--- config.mk ---
export PLATFORM = sky130hd
export DESIGN_NAME = fifo_handoff_mutex_unit
export DESIGN_NICKNAME = d
export VERILOG_FILES = /design/src/sv/fhm_pkg.sv /design/src/sv/fifo_handoff_mutex_unit.sv
export SDC_FILE = /design/constraint.sdc
export NUM_CORES = 1
export LEC_CHECK = 0
export BUFFER_PORTS_ARGS = -buffer_cell sky130_fd_sc_hd__buf_2
export CAP_MARGIN = 20
export CORE_AREA = 2 2 217 219
export DETAILED_ROUTE_END_ITERATION = 16
export DIE_AREA = 0 0 219 221
export PLACE_DENSITY_LB_ADDON = 0.12
export SLEW_MARGIN = 30
export SYNTH_ARGS = -nofsm -noshare
export SYNTH_HDL_FRONTEND = slang
export SYNTH_SLANG_ARGS = --single-unit
--- constraint.sdc ---
create_clock -name i_clk -period 3.9 [get_ports i_clk]
set_clock_uncertainty 0.05 [all_clocks]
set_input_delay 0.39 -clock i_clk [delete_from_list [all_inputs] [get_ports i_clk]]
set_output_delay 0.39 -clock i_clk [all_outputs]
set_load 0.03 [all_outputs]
--- src/sv/fhm_pkg.sv ---
// Package for the lock unit with FIFO handoff: request and response transfer
// types, operation, status and error codes. No dependencies.
`timescale 1ns / 1ps
`default_nettype none

package fhm_pkg;

    localparam int ID_W = 6;

    // operation codes (code 3 acts as trylock)
    localparam logic [1:0] FN_LOCK    = 2'd0;
    localparam logic [1:0] FN_UNLOCK  = 2'd1;
    localparam logic [1:0] FN_TRYLOCK = 2'd2;
    localparam logic [1:0] FN_TRY_ALT = 2'd3;

    localparam logic [2:0] ST_ACQUIRED   = 3'd0;
    localparam logic [2:0] ST_REACQUIRED = 3'd1;
    localparam logic [2:0] ST_QUEUED     = 3'd2;
    localparam logic [2:0] ST_BUSY       = 3'd3;
    localparam logic [2:0] ST_RELEASED   = 3'd4;
    localparam logic [2:0] ST_HANDOFF    = 3'd5;
    localparam logic [2:0] ST_ERROR      = 3'd6;

    localparam logic [1:0] EK_NONE        = 2'd0;
    localparam logic [1:0] EK_UNLOCK_FREE = 2'd1;
    localparam logic [1:0] EK_NOT_OWNER   = 2'd2;
    localparam logic [1:0] EK_FULL        = 2'd3;

    typedef struct packed {
        logic [1:0]      func;
        logic [ID_W-1:0] requester_id;
    } t_req;

    typedef struct packed {
        logic [2:0]      status;
        logic [1:0]      error_kind;
        logic [ID_W-1:0] new_owner_id;
        logic            owner_valid;
        logic [6:0]      waiting_count;
    } t_rsp;

endpackage

`default_nettype wire

--- src/sv/fifo_handoff_mutex_unit.sv ---
// Top level of the lock unit: owner register, FIFO of waiting requesters,
// one response per request. Depends on fhm_pkg.
`timescale 1ns / 1ps
`default_nettype none

// Hardware lock with a FIFO wait queue. Each request (lock, unlock, trylock)
// transfers in when start is high and busy is low; busy is always low, so a
// request may be issued every clock cycle. Exactly one response comes back
// for each transfer, through the input register and then the response
// register, shown on o_rsp for a single cycle with o_valid high. The
// receiver cannot stall: it must take o_rsp in that cycle. Sustained rate
// is one request per cycle; the owner compare and a single push or pop of
// the wait queue memory happen together because the entry at the queue
// head is kept prefetched in a register. Unlock by the owner hands the lock
// to the head waiter (status handed off, new_owner_id is the requester to
// resume), or frees it when nobody waits. Bad unlocks and a lock against a
// full queue report status error with an error kind and leave the state
// alone. A requester must not be queued twice. The queue memory is not
// cleared at reset; only written entries are ever used.
module fifo_handoff_mutex_unit #(
    parameter int MAX_REQUESTERS = 64,
    parameter int QUEUE_DEPTH    = 64
) (
    input  wire                i_clk,
    input  wire                i_rst_n,
    input  wire                start,
    output logic               busy,
    input  fhm_pkg::t_req      i_req,
    output logic               o_valid,
    output fhm_pkg::t_rsp      o_rsp
);
    import fhm_pkg::*;

    localparam int QW = (QUEUE_DEPTH > 1) ? $clog2(QUEUE_DEPTH) : 1;
    localparam int CW = $clog2(QUEUE_DEPTH + 1);

    // ---------------- input register ----------------
    logic            r_in_vld;
    t_req            r_in;

    // ---------------- lock state ----------------
    logic            r_held;
    logic [ID_W-1:0] r_owner;
    logic [QW-1:0]   r_head;
    logic [QW-1:0]   r_tail;
    logic [CW-1:0]   r_count;

    logic            n_held;
    logic [ID_W-1:0] n_owner;
    logic [QW-1:0]   n_head;
    logic [QW-1:0]   n_tail;
    logic [CW-1:0]   n_count;

    // wait queue memory and prefetched head entry
    logic [ID_W-1:0] r_mem [0:QUEUE_DEPTH-1];
    logic [ID_W-1:0] r_rd_data;
    logic            r_fwd;
    logic [ID_W-1:0] r_fwd_data;
    logic [ID_W-1:0] head_data;

    logic            push;
    logic            pop;
    logic [ID_W-1:0] id_mod [0:(1<<ID_W)-1];
    logic [ID_W-1:0] req_id;
    logic [2:0]      status;
    logic [1:0]      err;
    logic [CW+6:0]   count_ext;

    // ---------------- response register ----------------
    logic            r_out_vld;
    t_rsp            r_rsp;

    assign busy = 1'b0;

    always_ff @(posedge i_clk) begin
        if (!i_rst_n) begin
            r_in_vld <= 1'b0;
        end else begin
            r_in_vld <= start && !busy;
        end
        r_in <= i_req;
    end

    // requester ID reduced modulo MAX_REQUESTERS: constant lookup table
    // over every value of the ID field
    for (genvar k = 0; k < (1 << ID_W); k++) begin : g_id_mod
        assign id_mod[k] = ID_W'(k % MAX_REQUESTERS);
    end

    assign req_id = id_mod[r_in.requester_id];

    assign head_data = r_fwd ? r_fwd_data : r_rd_data;

    function automatic logic [QW-1:0] next_slot(input logic [QW-1:0] p);
        logic [QW-1:0] q;
        if (p == QW'(QUEUE_DEPTH - 1)) begin
            q = '0;
        end else begin
            q = p + 1'b1;
        end
        return q;
    endfunction

    always_comb begin
        n_held  = r_held;
        n_owner = r_owner;
        n_head  = r_head;
        n_tail  = r_tail;
        n_count = r_count;
        push    = 1'b0;
        pop     = 1'b0;
        status  = ST_BUSY;
        err     = EK_NONE;
        if (r_in_vld) begin
            unique case (r_in.func)
                FN_LOCK: begin
                    if (!r_held) begin
                        n_held  = 1'b1;
                        n_owner = req_id;
                        status  = ST_ACQUIRED;
                    end else if (r_owner == req_id) begin
                        status = ST_REACQUIRED;
                    end else if (r_count == CW'(QUEUE_DEPTH)) begin
                        status = ST_ERROR;
                        err    = EK_FULL;
                    end else begin
                        push    = 1'b1;
                        n_tail  = next_slot(r_tail);
                        n_count = r_count + 1'b1;
                        status  = ST_QUEUED;
                    end
                end
                FN_UNLOCK: begin
                    if (!r_held) begin
                        status = ST_ERROR;
                        err    = EK_UNLOCK_FREE;
                    end else if (r_owner != req_id) begin
                        status = ST_ERROR;
                        err    = EK_NOT_OWNER;
                    end else if (r_count == '0) begin
                        n_held  = 1'b0;
                        n_owner = '0;
                        status  = ST_RELEASED;
                    end else begin
                        pop     = 1'b1;
                        n_owner = head_data;
                        n_head  = next_slot(r_head);
                        n_count = r_count - 1'b1;
                        status  = ST_HANDOFF;
                    end
                end
                default: begin
                    // trylock, also the unused code
                    if (!r_held) begin
                        n_held  = 1'b1;
                        n_owner = req_id;
                        status  = ST_ACQUIRED;
                    end else if (r_owner == req_id) begin
                        status = ST_REACQUIRED;
                    end else begin
                        status = ST_BUSY;
                    end
                end
            endcase
        end
    end

    assign count_ext = {7'b0, n_count};

    always_ff @(posedge i_clk) begin
        if (!i_rst_n) begin
            r_held    <= 1'b0;
            r_owner   <= '0;
            r_head    <= '0;
            r_tail    <= '0;
            r_count   <= '0;
            r_out_vld <= 1'b0;
            r_fwd     <= 1'b0;
        end else begin
            r_held    <= n_held;
            r_owner   <= n_owner;
            r_head    <= n_head;
            r_tail    <= n_tail;
            r_count   <= n_count;
            r_out_vld <= r_in_vld;
            // a push into the slot that becomes the head bypasses the memory
            r_fwd     <= push && (r_tail == n_head);
        end
        r_fwd_data          <= req_id;
        r_rsp.status        <= status;
        r_rsp.error_kind    <= err;
        r_rsp.new_owner_id  <= n_held ? n_owner : '0;
        r_rsp.owner_valid   <= n_held;
        r_rsp.waiting_count <= count_ext[6:0];
    end

    // queue memory: one write, one registered read of the next head slot
    always_ff @(posedge i_clk) begin
        if (push) begin
            r_mem[r_tail] <= req_id;
        end
        r_rd_data <= r_mem[n_head];
    end

    assign o_valid = r_out_vld;
    assign o_rsp   = r_rsp;

    // ---------------- assertions ----------------
    a_resp_follows: assert property (@(posedge i_clk) disable iff (!i_rst_n)
        (start && !busy) |-> ##2 o_valid)
        else $error("request transfer without response two cycles later");

    a_free_empty: assert property (@(posedge i_clk) disable iff (!i_rst_n)
        !r_held |-> (r_count == '0))
        else $error("waiters queued while the lock is free");

    a_count_bound: assert property (@(posedge i_clk) disable iff (!i_rst_n)
        r_count <= CW'(QUEUE_DEPTH))
        else $error("queue count above depth");

    a_pop_nonempty: assert property (@(posedge i_clk) disable iff (!i_rst_n)
        pop |-> (r_count != '0) && r_held)
        else $error("handoff from an empty queue");

    a_err_kind: assert property (@(posedge i_clk) disable iff (!i_rst_n)
        (o_valid && (o_rsp.status == ST_ERROR)) |-> (o_rsp.error_kind != EK_NONE))
        else $error("error status without error kind");

endmodule

`default_nettype wire

## Word level (Yosys, flattened, before mapping)

Memory sizes are Yosys's and may differ from the RTL's. A register that Yosys moved wholly into a read port is not among the register bits.
Cells that the tools add are included.

| storage, ports and cells | value |
|---|---|
| memory bits (read-only) | 384 |
| output and inout port bits | 21 |
| bits in writable memories | 384 |
| flip-flop bits (word level) | 62 |
| memories | 2 |

Memories:

| memory | words | bits a word | rd ports | clocked after memory_dff | write ports | line | text |
|---|---|---|---|---|---|---|---|
| (name not given) | 64 | 6 | 1 | 0 | 0 | fifo_handoff_mutex_unit.sv:90 | `assign req_id = id_mod[r_in.requester_id];` |
| r_mem | 64 | 6 | 1 | 1 | 1 | fifo_handoff_mutex_unit.sv:55 | `logic [ID_W-1:0] r_mem [0:QUEUE_DEPTH-1];` |

| operators by class | value |
|---|---|
| equal/unequal tests | 7 |
| bitwise logic cells | 3 |
| multiplexer cells | 51 |
| $add $sub $neg | 4 |
| reduce and logical (&&, ||, !) cells | 4 |
| $lt $le $gt $ge | 1 |

Operator list:

| kind | number |
|---|---|
| $mux W6 | 16 |
| $mux W7 | 7 |
| $mux W2 | 9 |
| $pmux W7 S2 | 1 |
| $mux W1 | 13 |
| $add A6 B1 Y6 const B | 2 |
| $eq A6 B6 Y1 | 2 |
| $eq A6 B6 Y1 const B | 2 |
| $mux W3 | 3 |
| $add A7 B1 Y7 const B | 1 |
| $eq A7 B7 Y1 const B | 1 |
| $ge A7 B7 Y1 const B | 1 |
| $logic_not A7 Y1 | 1 |
| $not A6 Y7 | 1 |
| $sub A7 B1 Y7 const B | 1 |
| $ne A6 B6 Y1 | 1 |
| $pmux W3 S2 | 1 |
| $reduce_and A5 Y1 | 1 |
| $pmux W2 S2 | 1 |
| $eq A2 B1 Y1 const B | 1 |
| $logic_not A2 Y1 | 1 |
| $not A1 Y1 | 2 |
| $logic_and A1 B1 Y1 | 1 |

## Longest topological paths before layout

| logic depth | value |
|---|---|
| depth in word-level cells | 11 |
| gate-level depth with buffers | 15 |
| gate-level depth less buffers | 11 |

## Worst setup path after synthesis

OpenSTA, ideal clock, no wires.

| timing path | value |
|---|---|
| path type | reg-to-reg |
| from | register r_in[3] (netlist bit) |
| to | memory r_mem[59][0] (enable) |
| slack | 350 ps |
| arrival | 3150 ps |
| buffers on the path | 2 |
| cell stages (with the launch flop) | 10 |
| period minus slack after synthesis | 3550 ps |
| setup time | 350 ps |
| path through | dfxtp_1 xnor2_1 and4_1 buf_2 a21oi_1 clkbuf_1 nand3_1 nor2_1 nand3_1 nor2_1 |

| between the ends | value |
|---|---|
| word-level cells in the longest chain between the ends | 11 |

RTL lines:

| item | line | text |
|---|---|---|
| start: declaration | fifo_handoff_mutex_unit.sv:39 | `t_req r_in;` |
| start signal: assignment | fifo_handoff_mutex_unit.sv:81 | `r_in <= i_req;` |
| $not A6 Y7 (implied by the code) | fifo_handoff_mutex_unit.sv:90 |  |
| $mem_v2 Z64 W6 | - |  |
| $mux W6 (implied by the code) (2 in a row) | fifo_handoff_mutex_unit.sv:90 |  |
| $eq A6 B6 Y1 | fifo_handoff_mutex_unit.sv:121 | `end else if (r_owner == req_id) begin` |
| $mux W1 | fifo_handoff_mutex_unit.sv:121 |  |
| $mux W1 | fifo_handoff_mutex_unit.sv:117 | `if (!r_held) begin` |
| $mux W1 | fifo_handoff_mutex_unit.sv:115 | `unique case (r_in.func)` |
| $mux W1 | fifo_handoff_mutex_unit.sv:114 | `if (r_in_vld) begin` |
| $mux W1 | fifo_handoff_mutex_unit.sv:199 | `if (push) begin` |
| $mux W1 (implied by the code) | fifo_handoff_mutex_unit.sv:200 | `r_mem[r_tail] <= req_id;` |
| end: declaration | fifo_handoff_mutex_unit.sv:55 |  |

No other way between the ends. The select of a mux whose other input is x is not followed.

## Worst setup path in the final report

| timing path | value |
|---|---|
| from | register r_count[1] |
| to | register r_rd_data[2], read port of r_mem |

| between the ends | value |
|---|---|
| word-level cells in the longest chain between the ends | 6 |

RTL lines:

| item | line | text |
|---|---|---|
| start: declaration | fifo_handoff_mutex_unit.sv:46 | `logic [CW-1:0] r_count;` |
| start signal: assignment | fifo_handoff_mutex_unit.sv:184 | `r_count <= n_count;` |
| $logic_not A7 Y1 | fifo_handoff_mutex_unit.sv:140 | `end else if (r_count == '0) begin` |
| $mux W6 | fifo_handoff_mutex_unit.sv:140 |  |
| $mux W6 | fifo_handoff_mutex_unit.sv:137 | `end else if (r_owner != req_id) begin` |
| $mux W6 | fifo_handoff_mutex_unit.sv:134 | `if (!r_held) begin` |
| $mux W6 | fifo_handoff_mutex_unit.sv:115 |  |
| $mux W6 | fifo_handoff_mutex_unit.sv:114 |  |
| end: declaration | fifo_handoff_mutex_unit.sv:56 | `logic [ID_W-1:0] r_rd_data;` |

No other way between the ends.
A chain may end at the register's enable or synchronous reset.

==> out/metrics.cfg <==
[sta]
setup_violations=0
final-max-slew-violation-count=0
fmax_mhz=276
post-route-period-util_pct=92.8
grt_setup_unrepaired=false
min_period_ns=3.62
hold_viol_final=0
worst_pin_slew_ns=0.880
fin_ws_ns=0.281
relSlewSlack_pct=41.3
setup_tns_ns=0

[worst_hold_path]
holdPathStages=2
hp-class=in -> reg
hold_start=i_rst_n
hold_end=r_count[1]

[clock_tree]
clkLatencyLatePin_ns=0.59
cts_htree_levels=2
cts_tree=built
cts.sinks=452
root_buffer=clkbuf_16
cts_buffers=49
cts.clk_slew.worst_paths_ns=0.06
clockBufferDepth=3

[global_route]
met2_usage_pct=31.1
grt_pass1_vias=11000
use_met3_pct=3.38
grt_use_met1_pct=29.6
antenna_found_initial=0
grt_max_degree=73
overflow=0
grt_pass1_wl_um=73700
track_usage_pct=20.6
globalRoute.busiestLayer=met2

[route]
drc=0
routedWlPerCell_um=23.3
routed_wirelength_um=49600
postRouteAntennaNets=0
drt_iter0_drc=1050
viasPerCell=5.43
via_count=11500
dr.pass1.iters=5

[synthesis]
yosysSeqAreaShare_pct=70.4
ys_ff_latch=452
synth.distinct_cells=65
yosys_warnings=0
syn_area_um2=18300
synth_async_sr_flop_share_pct=0
netlist_top_cells_area=edfxtp_1 (63%), dfxtp_1 (7.4%), nand2_1 (4.7%)
netlist_instances=1399
ys.flop_type=edfxtp_1
postSynthAreaPerCell_um2=13.1
synth_top_area_share_pct=63.0
synth_nets=1414
synth_edf_count=384
synth_largest_area_cell=edfxtp_1

[critical_path]
critPathKind=reg -> reg
critPathArrivalTime_ns=4.05
reg2reg_slack_ns=0.28
crit_path_end_kind=flip-flop
reg2reg_to=r_rd_data[2]
worstReg2RegStart=r_count[1]
cp_data_required_time_ns=4.33
cp-start-kind=flip-flop
crit_fanout=44
rr_worst_depth=13

[finish]
finish.instance_area_um2=21200
drive_above_1_share_pct=13.0
nFillCells=4210
mostFrequentLayoutCell=edfxtp_1
syn_to_final_growth_pct=15.9
nets=1493
instances_no_fill=2126
diodes=0
final_cell_mix=edfxtp_1 (384), nand2_1 (230), a21oi_1 (98)

[die]
fp.dieW_um=219
core_um2=46100
die_area_um2=48400
io_pins=32
initial_core_util_pct=39.7
die_y_um=221
placementRows=79

[flow_run]
drv_cap=0

[placement]
hpwl_um=32000
placed_area_um2=19400
pre_cts_ws_ns=0.219
placed_cells=2022
place_congestion=0.830
io_buffers=30

[status]
outcome=finished, final reports clean

[power_and_ir_drop]
ir_drop_v=0.000326
p_leak_nw=7.46
power_mw=10.2
p_per_area_nw_per_um2=482

## synthesized netlist by cell type (8+ instances only)
master	instances
nor3_1	19
clkbuf_1	26
buf_1	12
and2_1	17
o21ai_0	9
o32ai_1	11
edfxtp_1	384
nor2_1	93
buf_2	33
a311oi_1	12
a22oi_1	8
o22ai_1	35
a211oi_1	15
a21oi_1	98
nand3_1	38
nor2b_1	17
a21boi_0	16
xnor2_1	13
mux2i_1	86
inv_1	21
a31oi_1	16
nor4_1	19
nand2_1	230
dfxtp_1	68
and3_1	17
## final cells by class
cell class / count / area, µm² / area share (%)
Inverter: 21 / 78.8 / 0.371
Sequential cell: 452 / 12900 / 60.8
Clock inverter: 16 / 210 / 0.991
Timing Repair Buffer: 107 / 813 / 3.83
Tap cell: 607 / 759 / 3.58
Multi-Input combinational cell: 847 / 5010 / 23.6
Clock buffer: 76 / 1450 / 6.84
## routing by layer
layer / vias to the layer above / share of wire [%] / wire length, µm
met5: - / 0 / 0
li1: 5394 / - / -
met3: 76 / 5.2 / 2600
met2: 317 / 45 / 22400
met1: 5747 / 46 / 23000
met4: 0 / 3.2 / 1590
## logic make-up (layout without fill, tap and decap cells)
logic type / after synthesis / count (layout) / synth area share [%]
flops: 452 / 452 / 70.4
other cells: 1 / 1 / 0.0205
xor+xnor: 18 / 18 / 0.861
compound gates: 255 / 255 / 9.11
buf+inv: 100 / 220 / 2.47
mux: 89 / 89 / 4.89
fa+ha+maj: 4 / 4 / 0.273
simple gates: 480 / 480 / 11.9
## sequential cells by signal (all words and copies together), names as in the netlist
signal	count
r_fwd	1
r_owner	6
r_fwd_data	6
r_rd_data	6
r_in_vld	1
r_mem	384
r_count	7
r_held	1
r_in	8
o_valid	1
o_rsp	19
r_tail	6
r_head	6
## repair_timing
item / 4_1_cts / 5_1_grt
hold buffers: 9 / 0
setup buffers: 0 / 3
setup endpoints to repair: 0 / 6
hold endpoints to repair: 9 / 0
resized for setup: 0 / 1
## power breakdown
part	leakage, nW	internal (mW)	total, mW	switching, mW
Sequential	4.01	5.25	5.27	0.0178
Clock	0.816	2.89	4.76	1.87
Combinational	2.64	0.0499	0.197	0.147
## worst max-delay path by stage
stage	end	slack (ns)	cells after the start	start
finish	r_rd_data[2]	0.28	13	r_count[1]
detailed placement	r_rd_data[1]	0.22	12	r_count[1]
CTS	r_rd_data[2]	0.21	13	r_count[1]
global route	r_rd_data[3]	0.04	13	r_count[1]
global placement	r_rd_data[2]	0.25	13	r_count[1]
floorplan	r_mem[59][0]	0.35	9	r_in[3]
## worst max-delay path, stage by stage, from the launching register on
cell and delay [ns]:
dfxtp_1 0.43, inv_1 0.08, ha_1 0.20, nor3b_2 0.18, and2_1 0.28, nor3_4 0.37, mux2i_4 0.38, buf_12 0.28
buf_4 0.27, mux2i_1 0.23, o32ai_1 0.09, a21oi_1 0.19, nand3_1 0.18, and3_1 0.23
## through the flow
step / util [%] / hold slack, ns
floorplan: - / 0.368
global placement: 42.2 / 0.442
detailed placement: 42.2 / 0.444
CTS: 46.0 / 0.259
global route: 46.1 / 0.288
finish: 46.1 / 0.268
Power figures use the tool's default switching activity.
